### src/rtl/qrs_pkg.sv
`timescale 1ns / 1ps
package qrs_pkg;

  localparam int OUT_FRAC = 16;
  localparam int ROOT_W   = 32;

  typedef enum logic [1:0] {
    ST_NONE   = 2'd0,
    ST_DOUBLE = 2'd1,
    ST_TWO    = 2'd2,
    ST_DEGEN  = 2'd3
  } root_status_t;

  // control that rides along with each request through the pipeline
  typedef struct packed {
    logic         valid;
    root_status_t status;
    logic         neg;
    logic [1:0]   low2;
  } ctrl_t;

endpackage

### src/rtl/qrs_div.sv
`timescale 1ns / 1ps
module qrs_div import qrs_pkg::*; #(
  parameter int NW  = 19,
  parameter int DVW = 17
) (
  input  logic                   clk,
  input  logic                   rst,
  input  logic                   en,
  input  ctrl_t                  in_ctrl,
  input  logic [NW-1:0]          in_num,
  input  logic [DVW-1:0]         in_den,
  output ctrl_t                  out_ctrl,
  output logic [NW+OUT_FRAC-1:0] out_quo
);

  localparam int DW = NW + OUT_FRAC;

  ctrl_t          ctrl_s [DW+1];
  logic [DW-1:0]  dq     [DW+1];
  logic [DVW-1:0] rm     [DW+1];
  logic [DVW-1:0] den_s  [DW+1];

  assign ctrl_s[0] = in_ctrl;
  assign dq[0]     = {in_num, {OUT_FRAC{1'b0}}};
  assign rm[0]     = '0;
  assign den_s[0]  = in_den;

  // dividend shifts out the top while quotient bits fill in at the bottom
  for (genvar i = 0; i < DW; i++) begin : g_step
    logic [DVW:0] cur;
    logic [DVW:0] diff;
    logic         ge;

    assign cur  = {rm[i], dq[i][DW-1]};
    assign diff = cur - {1'b0, den_s[i]};
    assign ge   = cur >= {1'b0, den_s[i]};

    always_ff @(posedge clk) begin
      if (rst) begin
        ctrl_s[i+1] <= '0;
      end else if (en) begin
        ctrl_s[i+1] <= ctrl_s[i];
      end
    end

    always_ff @(posedge clk) begin
      if (en) begin
        dq[i+1]    <= {dq[i][DW-2:0], ge};
        rm[i+1]    <= ge ? diff[DVW-1:0] : cur[DVW-1:0];
        den_s[i+1] <= den_s[i];
      end
    end
  end

  assign out_ctrl = ctrl_s[DW];
  assign out_quo  = dq[DW];

endmodule

### config.mk
export PLATFORM = sky130hd
export DESIGN_NAME = qrs_div
export DESIGN_NICKNAME = d
export VERILOG_FILES = /design/src/rtl/qrs_pkg.sv /design/src/rtl/qrs_div.sv
export SDC_FILE = /design/constraint.sdc
export NUM_CORES = 2
export LEC_CHECK = 0
export BUFFER_PORTS_ARGS = -buffer_cell sky130_fd_sc_hd__buf_2
export CAP_MARGIN = 20
export CELL_PAD_IN_SITES_DETAIL_PLACEMENT = 0
export CELL_PAD_IN_SITES_GLOBAL_PLACEMENT = 2
export CORE_UTILIZATION = 46
export CTS_CLUSTER_SIZE = 10
export DETAILED_ROUTE_END_ITERATION = 16
export PLACE_DENSITY_LB_ADDON = 0.1
export SYNTH_ARGS = -nofsm -noshare
export SYNTH_HDL_FRONTEND = slang
export SYNTH_SLANG_ARGS = --single-unit
### constraint.sdc
create_clock -name clk -period 4.05 [get_ports clk]
set_clock_uncertainty 0.05 [all_clocks]
set_input_delay 0.405 -clock clk [delete_from_list [all_inputs] [get_ports clk]]
set_output_delay 0.405 -clock clk [all_outputs]
set_load 0.02 [all_outputs]
After elaboration in Yosys (flattened, before gate mapping):

Index checks and enable logic that the tools add are counted.

* add/sub/neg operators: 34
* order comparisons: 35
* muxes and demuxes: 34

Operators by type and width (number)
* >= comparator 18 x 17 -> 1 bit: 34
* 2-to-1 mux 17 bit: 33
* subtractor 17 bit: 33
* >= comparator 1 x 17 -> 1 bit: 1
* subtractor 1 x 17 -> 17 bit: 1
* 2-to-1 mux 1 bit: 1

* bits in registers: 2167
* input bits: 45

Logic depth before layout (Yosys ltp):

* word-level depth: 2
* depth in mapped cells: 14
* gate-level depth less buffers: 12

Worst setup path after synthesis:

No wires, ideal clock.

* path kind: register -> register
* start point: reg dq[699] in the netlist's numbering
* end point: reg rm, in the netlist g_step[17].cur[10] (data pin)
* data arrival time: 3.008 ns
* data required time: 3.740 ns
* setup slack: 0.732 ns
* stages on the path, launching flop included: 15
* path buffers: 2
* path through: edfxtp_1 > inv_1 > ha_1 > inv_1 > fa_1 > a211oi_1 > o21ai_0 > a2111oi_0 > nor2_1 > a41o_1 > a31oi_1 > o21a_1 > buf_2 > buf_4 > mux2_2

* cells in the longest elaborated chain, start to end: 2

Ends and longest elaborated chain
* start, declared: line qrs_div.sv:19 `logic [DW-1:0] dq [DW+1];`
* start signal, assigned by index: line qrs_div.sv:48 `dq[i+1] <= {dq[i][DW-2:0], ge};`
* subtractor 17 bit or >= comparator 18 x 17 -> 1 bit (tied branches): line qrs_div.sv:35, qrs_div.sv:36
* 2-to-1 mux 17 bit *: line qrs_div.sv:49 `rm[i+1] <= ge ? diff[DVW-1:0] : cur[DVW-1:0];`
* end signal, assigned by index: line qrs_div.sv:49
* end, declared: line qrs_div.sv:20 `logic [DVW-1:0] rm [DW+1];`

Mark *: on every way between the ends. The rest lies on a longest branch, timed or not.
A chain may end at the register's enable or synchronous reset.

Worst setup path after layout:

* start point: reg dq[699] in the netlist's numbering
* end point: reg rm, in the netlist g_step[17].cur[5] (data pin)

The elaborated chain is that of the path after synthesis.

==> impl_metrics.ini <==
[hold_path]
hold_class = in2reg
min_to = dq[1218]
hold_start = in_num[11]
holdPathStages = 2

[floorplan]
initial_utilization = 0.463
pin_count = 86
die_area_mm2 = 0.220
core-area_mm2 = 0.217
die_w_um = 469
core.rowCount = 171
fp.dieH_um = 469

[cells_and_area]
fin_nets = 8830
final_cells = 11200
utilization = 0.522
drive_above_1_share = 0.0932
area_growth_pct = 12.8
nFillCells = 18400
layout_common_cells = edfxtp_1, inv_1, ha_1
layout.cells.most_common = edfxtp_1
final_area_mm2 = 0.113

[logic_synthesis]
syn_avg_cell_area_um2 = 12.8
synth_top_family_by_area = compound AO/OA/AOI/OAI gates
syn_inst = 7828
synth_xor_area_frac = 0.0367
ys_types = 91
synth_simple_gate_area_frac = 0.0713
synthAdderAreaFrac = 0.0787
synth-main-ff-cell = edfxtp_1
yosysWarnings = 0
synth_edf_count = 1957
ys_ff_latch = 2167
syn-num-nets = 8485
ys_seq_area_frac = 0.627
synth_compound_area_frac = 0.107
muxShareOfSynthArea = 0.0432
synthArstFlopShare = 0
syn-cell-area_mm2 = 0.100

[run_status]
violations = DRC
status = finished, violations left

[clock_network]
cts_tree = done
clk_path_buf_depth = 4
cts_made_buffers = 278
clkSinkCount = 2167
root_buffer = clkbuf_16
cts.clk_slew.worst_paths_ns = 0.06
cts_setup_buffers = 0
clock_latency_ns = 0.90
htree_levels = 5

[power_and_ir_drop]
p_clk_frac = 0.253
p_sw_mw = 28.0
swShare = 0.329
intPower_mw = 57.2
leakagePower_nw = 44.5
ir_drop_v = 0.000455
power_density_mw_per_mm2 = 752
seqPwrFrac = 0.390
total_power_mw = 85.2
combPwrFrac = 0.357

[sta]
period_share = 0.886
fmax_mhz = 279
tns_ns = 0
worst_pin_slew_ns = 0.966
finalSetupViolCount = 0
slew_headroom = 0.356
final_max_slew_viol_count = 0
rsz0062_at_grt = no
fin_crit_ns = 3.59
hold_viol = 0

[setup_path]
critical_path_arrival_ns = 4.15
critical_path.most_common_cell = inv_1
required_ns = 4.62
slowest_stage = fa_1
rrSetupSlack_ns = 0.46
reg2regPathDepth = 13
end_kind = flip-flop
crit_start = dq[699]
critPathKind = reg2reg
critPathMaxFanout = 18
crit_chain = inv_1 > ha_1 > inv_1 > fa_1 > a211oi_1 > o21ai_0 > a2111oi_0 > nor2_1 > a41o_1 > a31oi_1 > o21a_1 > buf_4 > mux2_2
r2r-end = g_step[17].cur[5]
cp_slowest_stage_delay_ns = 0.42
critPathLaunchType = flip-flop
r2r-start = dq[699]

[place]
dpl_cell_area_mm2 = 0.105
dp.cells = 10700
dp_hpwl_mm = 138
io_buffer_count = 85
gp_congestion = 0.839

[drt]
wl_per_cell_um = 17.3
ant_nets = 0
drcViolationCount = 2
drtIter0Drc = 3474
postRouteWirelength_mm = 194
drt_first_pass_iters = 12
post_drt_via_cell_ratio = 5.21
num_vias = 58100

[global_routing]
antenna_found_initial = 2
grt_usage = 0.175
grt_overflow_total = 0
grt_pass1_vias = 57700
grt_max_degree = 113
grt_pass1_wl_mm = 312

[job]
cap_viol_max_count = 0
==> how the worst max path moves through the flow <==
stage / to / cells after the start
after floorplan: g_step[17].cur[10] / 14
after CTS: g_step[17].cur[3] / 13
after global routing: g_step[17].cur[5] / 13
after global placement: g_step[18].cur[2] / 12
after detailed placement: g_step[17].cur[5] / 13
final: g_step[17].cur[5] / 13
==> cell type report <==
| cell class | instances | area, µm² | share of cell area |
|---|---|---|---|
| inverters | 733 | 2750 | 0.0243 |
| clock buffers | 383 | 7560 | 0.0667 |
| well taps | 2854 | 3570 | 0.0315 |
| clock inverters | 37 | 265 | 0.00234 |
| diodes | 1 | 2.50 | 0.0000221 |
| multi-input cells | 4732 | 33900 | 0.300 |
| repair buffers | 261 | 2240 | 0.0198 |
| flip-flops and latches | 2167 | 63000 | 0.556 |
==> layer usage <==
layer	GRT usage	vias up	routed length, µm
li1	-	29400	-
met1	0.239	27500	90500
met2	0.287	839	91300
met3	0.0250	375	5940
met4	0.0587	2	5810
met5	0	-	13
==> state kept, by name, summed over array words and instances (netlist names) <==
register / count
dq: 766
ctrl_s: 204
out_quo: 35
out_ctrl: 6
g_step.cur: 578
den_s: 578
==> per-stage QoR <==
step | setup slack (ns) | hold slack (ns)
2_1_floorplan | 0.732 | 0.350
6_report | 0.461 | 0.186
4_1_cts | 0.457 | 0.101
5_1_grt | 0.138 | 0.138
3_5_place_dp | 0.478 | 0.355
3_3_place_gp | 0.508 | 0.350
==> worst max-delay path, delay by kind of cell, from the launching register on <==
kind	cells	cell delay (ns)
mux	1	0.38
simple gates	1	0.18
buf+inv	3	0.39
fa+ha+maj	2	0.60
compound gates	6	1.37
flops	1	0.37
==> what timing repair did <==
item	in CTS	in global routing
hold buffers	46	0
resized for setup	0	0
hold endpoints to repair	95	0
==> synth_stat cells (18+ instances only) <==
master | instances | area (µm²)
inv_1 | 732 | 2750
nor4_1 | 18 | 113
a21oi_1 | 455 | 2280
xor2_1 | 180 | 1580
o21bai_1 | 56 | 420
mux2_2 | 171 | 1930
clkbuf_1 | 125 | 469
and3_1 | 28 | 175
nand2_1 | 498 | 1870
mux2i_1 | 231 | 2310
o21a_1 | 80 | 601
or2_2 | 22 | 138
a31oi_1 | 50 | 313
dfxtp_1 | 210 | 4200
o31a_1 | 36 | 315
nand4_1 | 67 | 419
ha_1 | 579 | 7240
edfxtp_1 | 1957 | 58800
fa_1 | 33 | 661
xnor2_1 | 241 | 2110
a211o_1 | 21 | 184
o41ai_1 | 20 | 175
o211ai_1 | 36 | 270
a21boi_0 | 18 | 135
nand2b_1 | 70 | 438
nor2_1 | 528 | 1980
o31ai_1 | 51 | 383
and4_1 | 18 | 158
o21ai_0 | 533 | 2670
and2_1 | 18 | 113
buf_4 | 43 | 323
buf_1 | 21 | 78.8
or3_1 | 24 | 150
nor2b_1 | 68 | 425
nand3_1 | 67 | 335
a211oi_1 | 51 | 383
nor3_1 | 116 | 581
a21o_1 | 166 | 1250
==> cells by family after synthesis <==
kind of cell             Yosys count
adder cells (fa/ha/maj)          612
flip-flops                      2167
multiplexers                     409
XOR/XNOR                         421
AO/OA/AOI/OAI                   1716
AND/OR/NAND/NOR                 1574
buffers and inverters            929
==> power groups by stage <==
stage	Combinational, mW	Sequential, mW	Clock, mW
CTS	30.5	33.4	22.3
floorplan	23.5	32.3	0
global route	34.4	33.7	23.1
finish	30.4	33.2	21.6
detailed placement	30.3	33.7	0
global placement	30.1	33.8	0
(Power assumes the default switching activity.)
