<file path="src/rtl/qrs_pkg.sv">
`timescale 1ns / 1ps
package qrs_pkg;

  localparam int OUT_FRAC = 16;
  localparam int ROOT_W   = 32;

  typedef enum logic [1:0] {
    ST_NONE   = 2'd0,
    ST_DOUBLE = 2'd1,
    ST_TWO    = 2'd2,
    ST_DEGEN  = 2'd3
  } root_status_t;

  // control that rides along with each request through the pipeline
  typedef struct packed {
    logic         valid;
    root_status_t status;
    logic         neg;
    logic [1:0]   low2;
  } ctrl_t;

endpackage

</file>
<file path="src/rtl/qrs_sqrt.sv">
`timescale 1ns / 1ps
module qrs_sqrt import qrs_pkg::*; #(
  parameter int W = 16
) (
  input  logic           clk,
  input  logic           rst,
  input  logic           en,
  input  ctrl_t          in_ctrl,
  input  logic [2*W-1:0] in_x,
  input  logic [W-1:0]   in_b,
  input  logic [W-1:0]   in_amag,
  output ctrl_t          out_ctrl,
  output logic [W-1:0]   out_b,
  output logic [W-1:0]   out_amag,
  output logic [W-1:0]   out_root,
  output logic [W+1:0]   out_rem
);

  localparam int XW = 2 * W;

  ctrl_t          ctrl_s [W+1];
  logic [XW-1:0]  xs     [W+1];
  logic [W-1:0]   root_s [W+1];
  logic [W+1:0]   rem_s  [W+1];
  logic [W-1:0]   b_s    [W+1];
  logic [W-1:0]   amag_s [W+1];

  assign ctrl_s[0] = in_ctrl;
  assign xs[0]     = in_x;
  assign root_s[0] = '0;
  assign rem_s[0]  = '0;
  assign b_s[0]    = in_b;
  assign amag_s[0] = in_amag;

  // one result bit per stage, restoring digit recurrence
  for (genvar i = 0; i < W; i++) begin : g_step
    logic [W+1:0] cur;
    logic [W+1:0] trial;
    logic         ge;

    assign cur   = {rem_s[i][W-1:0], xs[i][XW-1 -: 2]};
    assign trial = {root_s[i], 2'b01};
    assign ge    = cur >= trial;

    always_ff @(posedge clk) begin
      if (rst) begin
        ctrl_s[i+1] <= '0;
      end else if (en) begin
        ctrl_s[i+1] <= ctrl_s[i];
      end
    end

    always_ff @(posedge clk) begin
      if (en) begin
        xs[i+1]     <= {xs[i][XW-3:0], 2'b00};
        root_s[i+1] <= {root_s[i][W-2:0], ge};
        rem_s[i+1]  <= ge ? (cur - trial) : cur;
        b_s[i+1]    <= b_s[i];
        amag_s[i+1] <= amag_s[i];
      end
    end
  end

  assign out_ctrl = ctrl_s[W];
  assign out_b    = b_s[W];
  assign out_amag = amag_s[W];
  assign out_root = root_s[W];
  assign out_rem  = rem_s[W];

endmodule

</file>
<file path="config.mk">
export PLATFORM = sky130hd
export DESIGN_NAME = qrs_sqrt
export DESIGN_NICKNAME = d
export VERILOG_FILES = /design/src/rtl/qrs_pkg.sv /design/src/rtl/qrs_sqrt.sv
export SDC_FILE = /design/constraint.sdc
export NUM_CORES = 1
export LEC_CHECK = 0
export BUFFER_PORTS_ARGS = -buffer_cell sky130_fd_sc_hd__buf_4
export CORE_MARGIN = 1.5
export CORE_UTILIZATION = 48
export CTS_BUF_LIST = sky130_fd_sc_hd__clkbuf_16
export DETAILED_ROUTE_END_ITERATION = 16
export GPL_TIMING_DRIVEN = 1
export MAX_ROUTING_LAYER = met4
export SETUP_SLACK_MARGIN = 0.4
export SLEW_MARGIN = 15
export SYNTH_ARGS = -nofsm -noshare
export SYNTH_HDL_FRONTEND = slang
export SYNTH_SLANG_ARGS = --single-unit
</file>
<file path="constraint.sdc">
create_clock -name clk -period 4.62 [get_ports clk]
set_clock_uncertainty 0.05 [all_clocks]
set_input_delay 0.924 -clock clk [delete_from_list [all_inputs] [get_ports clk]]
set_output_delay 0.924 -clock clk [all_outputs]
set_load 0.01 [all_outputs]
</file>
; ---- Word-level counts from Yosys, hierarchy flattened
; Cells that the tools add are included.
[classes]
mux = 16
n_addsub = 16
n_lt_le_gt_ge = 16
[ops]
columns = cell, count
row1 = 2-to-1 mux 16 bit, 14
row2 = >= comparator 18 x 10 -> 1 bit, 1
row3 = >= comparator 18 x 11 -> 1 bit, 1
row4 = >= comparator 18 x 12 -> 1 bit, 1
row5 = >= comparator 18 x 13 -> 1 bit, 1
row6 = >= comparator 18 x 14 -> 1 bit, 1
row7 = >= comparator 18 x 15 -> 1 bit, 1
row8 = >= comparator 18 x 16 -> 1 bit, 1
row9 = >= comparator 18 x 17 -> 1 bit, 1
row10 = >= comparator 18 x 3 -> 1 bit, 1
row11 = >= comparator 18 x 4 -> 1 bit, 1
row12 = >= comparator 18 x 5 -> 1 bit, 1
row13 = >= comparator 18 x 6 -> 1 bit, 1
row14 = >= comparator 18 x 7 -> 1 bit, 1
row15 = >= comparator 18 x 8 -> 1 bit, 1
row16 = >= comparator 18 x 9 -> 1 bit, 1
row17 = 2-to-1 mux 18 bit, 1
row18 = subtractor 18 x 17 -> 18 bit, 1
row19 = subtractor 16 x 10 -> 16 bit, 1
row20 = subtractor 16 x 11 -> 16 bit, 1
row21 = subtractor 16 x 12 -> 16 bit, 1
row22 = subtractor 16 x 13 -> 16 bit, 1
row23 = subtractor 16 x 14 -> 16 bit, 1
row24 = subtractor 16 x 15 -> 16 bit, 1
row25 = 11 further kinds, 11
[word_totals]
output_inout_bits = 72
register_bits = 1229
inputBits = 73
wordCells = 192

; ---- Depth between registers and ports, before layout
[depth]
ltp_word = 2
mapped_depth = 11
mapped_depth_nobuf = 10

; ---- Worst setup path after synthesis
; OpenSTA, ideal clock, no wires.
[synth_timing]
path_kind = flip-flop to flip-flop
start = reg rem_s, in the netlist g_step[12].cur[3]
end = reg rem_s, in the netlist g_step[13].cur[10] (data pin)
arrival_time_ps = 2266
path_stages_with_launch = 9
period_less_slack_ps = 2576
path_buffers = 1
setup_time_ps = 260
setup_slack_ps = 2044
required_ps = 4310
cell_sequence = edfxtp_1 ha_1 o21ai_0 a21oi_1 o31ai_1 nand3_1 a311o_1 clkbuf_1 mux2_2
[synth_between]
elab_chain_cells = 2
elab_cells_between_ends = 3
cone_classes = add/sub (1) / order compare (1) / mux (1)
[synth_rtl]
columns = item, line_no
row1 = "start, declared", qrs_sqrt.sv:24  ; logic [W+1:0] rem_s [W+1];
row2 = "start signal, assigned by index", qrs_sqrt.sv:57  ; rem_s[i+1] <= ge ? (cur - trial) : cur;
row3 = subtractor 16 x 14 -> 16 bit or >= comparator 18 x 14 -> 1 bit (tied branches), "qrs_sqrt.sv:57, qrs_sqrt.sv:43"
row4 = 2-to-1 mux 16 bit *, qrs_sqrt.sv:57
; Mark *: on every way between the ends. The rest lies on a longest branch, timed or not.
; A chain may end at the register's enable or synchronous reset.

; ---- Worst setup path after layout
[layout_timing]
start = reg rem_s, in the netlist g_step[15].cur[2]
end = reg rem_s, in the netlist out_rem[16] (data pin)
[layout_between]
elab_chain_cells = 2
elab_cells_between_ends = 3
cone_classes = add/sub (1) / order compare (1) / mux (1)
[layout_rtl]
columns = item, line_no
row1 = subtractor 18 x 17 -> 18 bit or >= comparator 18 x 17 -> 1 bit (tied branches), "qrs_sqrt.sv:57, qrs_sqrt.sv:43"
row2 = 2-to-1 mux 18 bit *, qrs_sqrt.sv:57
; Marked as above.

==> out/metrics.yaml <==
status: "complete, no violations"
tightest_slew_ns: 1.123
cts_tree: "done"
cpMaxStageDelayCell: "a21oi_2"
hp-class: "in -> reg"
drive_gt1_share_pct: 12.66
setup_tns_ns: 0
whs_ns: 0.3372
max_cap_viol_count: 0
grt_remaining_overflow: 0
core_um2: 98420
hpwl_um: 51420
drv_slew: 0
postCtsSetupRepairBufs: 0
diodes: 0
worst_r2r_path_depth: 8
multi_input_area_um2: 10600
die_h_um: 318.0
grt_first_pass_wirelength_um: 123400
r2r_start: "g_step[15].cur[2]$_DFFE_PP_"
area_delta_synth_final_pct: 13.85
syn_nets: 3256
synth_seq_cells: 1226
vias: 23640
powerDensity_nw_per_um2: 489.5
io_buffers: 144
synth_ff_type: "edfxtp_1"
grt_pass1_vias: 23850
fill_cells: 7862
ff2ff_setup_slack_ns: 1.37
path_max_fanout: 16
dp.cells: 4421
nets: 3484
die-area_um2: 101100
gp_congestion: 0.8695
synth_edf_count: 1130
grt_max_degree: 111
post_dp_cell_area_um2: 50460
ys_seq_area_share_pct: 75.26
hold_viol: 0
synth_top_area_share_pct: 71.23
final_core_util_pct: 55.11
htree_levels: 3
max_slew_margin_pct: 24.48
required_ns: 5.03
synth_area_per_cell_um2: 15.73
cts_buffers: 121
fmax_ghz: 0.3075
seqCellArea_um2: 35850
rsz0062_at_grt: "no"
syn_inst: 3029
final-setup-viol-count: 0
syn_area_um2: 47640
min_period_over_period_pct: 70.38
ys_warn_count: 0
design_area_um2: 54240
avgViaCountPerCell: 5.100
ioPinCount: 145
yosysTopAreaCell: "edfxtp_1"
max_stage_delay_ns: 0.58
crit_path_end_kind: "register"
worstSetupEndpoint: "out_rem[16]$_DFFE_PP_"
layout.cells.non_filler: 4635
dieWidth_um: 318.0
critical_path_class: "reg -> reg"
synthArstFlopShare_pct: 0
root_buffer: "clkbuf_16"
clock_path_buffers: 3
antenna_found_initial: 1
drt_first_pass_iters: 5
worstSkewPairLatency_ns: 0.70
drtIter0Drc: 1634
drt_wl_total_um: 76250
synth.distinct_cells: 74
critPathLaunch: "g_step[15].cur[2]$_DFFE_PP_"
grt.total_usage_pct: 15.61
fp-row-count: 115
final.min_clock_period_ns: 3.252
drc_errors: 0
ant_nets: 0
cts_resized: 0
arrival_ns: 3.66
crit_chain: "ha_1 -> nand2b_1 -> a211oi_1 -> o21ai_0 -> and2_1 -> a21oi_2 -> buf_4 -> mux2_2"
rr_endpoint: "out_rem[16]$_DFFE_PP_"
cts_sinks: 1226
p_leak_nw: 20.47
peakVddDrop_v: 0.0003747
crit_path_start_kind: "register"
cts_hold_buf: 0
path_clk_slew_ns: 0.06
initial_core_util_pct: 48.40
wl_per_cell_um: 16.45
synth_area_leaders: "edfxtp_1 71%, ha_1 4.0%, dfxtp_1 4.0%, mux2i_1 2.1%, nor2_1 2.1%"
## power breakdown
group	switching [W]	internal [W]
combinational	0.00200	0.00153
clock	0.00400	0.00519
sequential	0.000467	0.0134
total	0.00646	0.0201
## worst min-delay path by stage
stage	to	slack [ns]	cells past startpoint	start
after floorplan	amag_s[100]$_DFFE_PP_	0.35	0	amag_s[116]$_DFFE_PP_
after global placement	amag_s[226]$_DFFE_PP_	0.35	0	amag_s[242]$_DFFE_PP_
after detailed placement	amag_s[100]$_DFFE_PP_	0.35	0	amag_s[116]$_DFFE_PP_
after CTS	b_s[248]$_DFFE_PP_	0.26	1	in_b[8]
after global routing	b_s[240]$_DFFE_PP_	0.28	1	in_b[0]
final	b_s[240]$_DFFE_PP_	0.34	1	in_b[0]
## metrics by stage
step | setup WS (ns) | total power, W
floorplan | 2.044 | 0.01631
global placement | 1.424 | 0.01755
detailed placement | 1.382 | 0.01762
CTS | 1.347 | 0.02692
global route | 1.076 | 0.02782
finish | 1.368 | 0.02655
## synth_stat cells (38+ instances only)
library cell  number
xnor2_1           84
inv_1            187
a21oi_1          152
buf_4             38
dfxtp_1           96
nor2_1           266
o21ai_0           78
ha_1             154
mux2_2            44
mux2i_1          102
nor3_1            56
edfxtp_1        1130
nand2_1          107
xor2_1            83
## cell usage in the layout (no fill, tap or decap), types with 83 or more instances in the layout
cell,netlist,layout
dfxtp_1,96,96
mux2i_1,102,102
edfxtp_1,1130,1130
a21oi_1,152,151
xor2_1,83,83
buf_4,38,176
nand2_1,107,107
nor2_1,266,266
inv_1,187,214
xnor2_1,84,84
clkbuf_16,0,121
ha_1,154,154
## flip-flops by register name, indices dropped and copies added (netlist names)
signal and cells:
out_amag 16, g_step.cur 254, amag_s 240, out_root 16, ctrl_s 90, out_rem 18
xs 210, out_b 16, b_s 240, g_step.trial 120, out_ctrl 6
## per-layer routing
layer  share of wire (%)  GRT usage (%)  vias up
li1                    -              -    11700
met1                  44          19.35    11380
met4                 2.7          5.699        0
met5                   0              -        -
met3                 4.1          2.688      136
met2                  49          25.84      427
## cell families after synthesis
kind of cell | Yosys count | synth area share (%)
AO/OA/AOI/OAI | 422 | 5.600
XOR/XNOR | 167 | 3.070
adder cells (fa/ha/maj) | 154 | 4.045
buffers and inverters | 280 | 2.537
flip-flops | 1226 | 75.26
multiplexers | 146 | 3.183
other | 1 | 0.007872
AND/OR/NAND/NOR | 633 | 6.293
## cell type report
class | instances | area share, %
Multi-Input combinational cell | 1523 | 19.54
Clock inverter | 93 | 1.352
Timing Repair Buffer | 195 | 3.128
Inverter | 190 | 1.315
Sequential cell | 1226 | 66.11
Tap cell | 1287 | 2.969
Clock buffer | 121 | 5.583
## critical path, delay by kind of cell, from the launching register on
kind	cells	cell delay (ns)
flip-flops	1	0.41
buffers and inverters	1	0.33
multiplexers	1	0.36
adder cells (fa/ha/maj)	1	0.39
AND/OR/NAND/NOR	2	0.34
AO/OA/AOI/OAI	3	1.11
(Power assumes the default switching activity.)
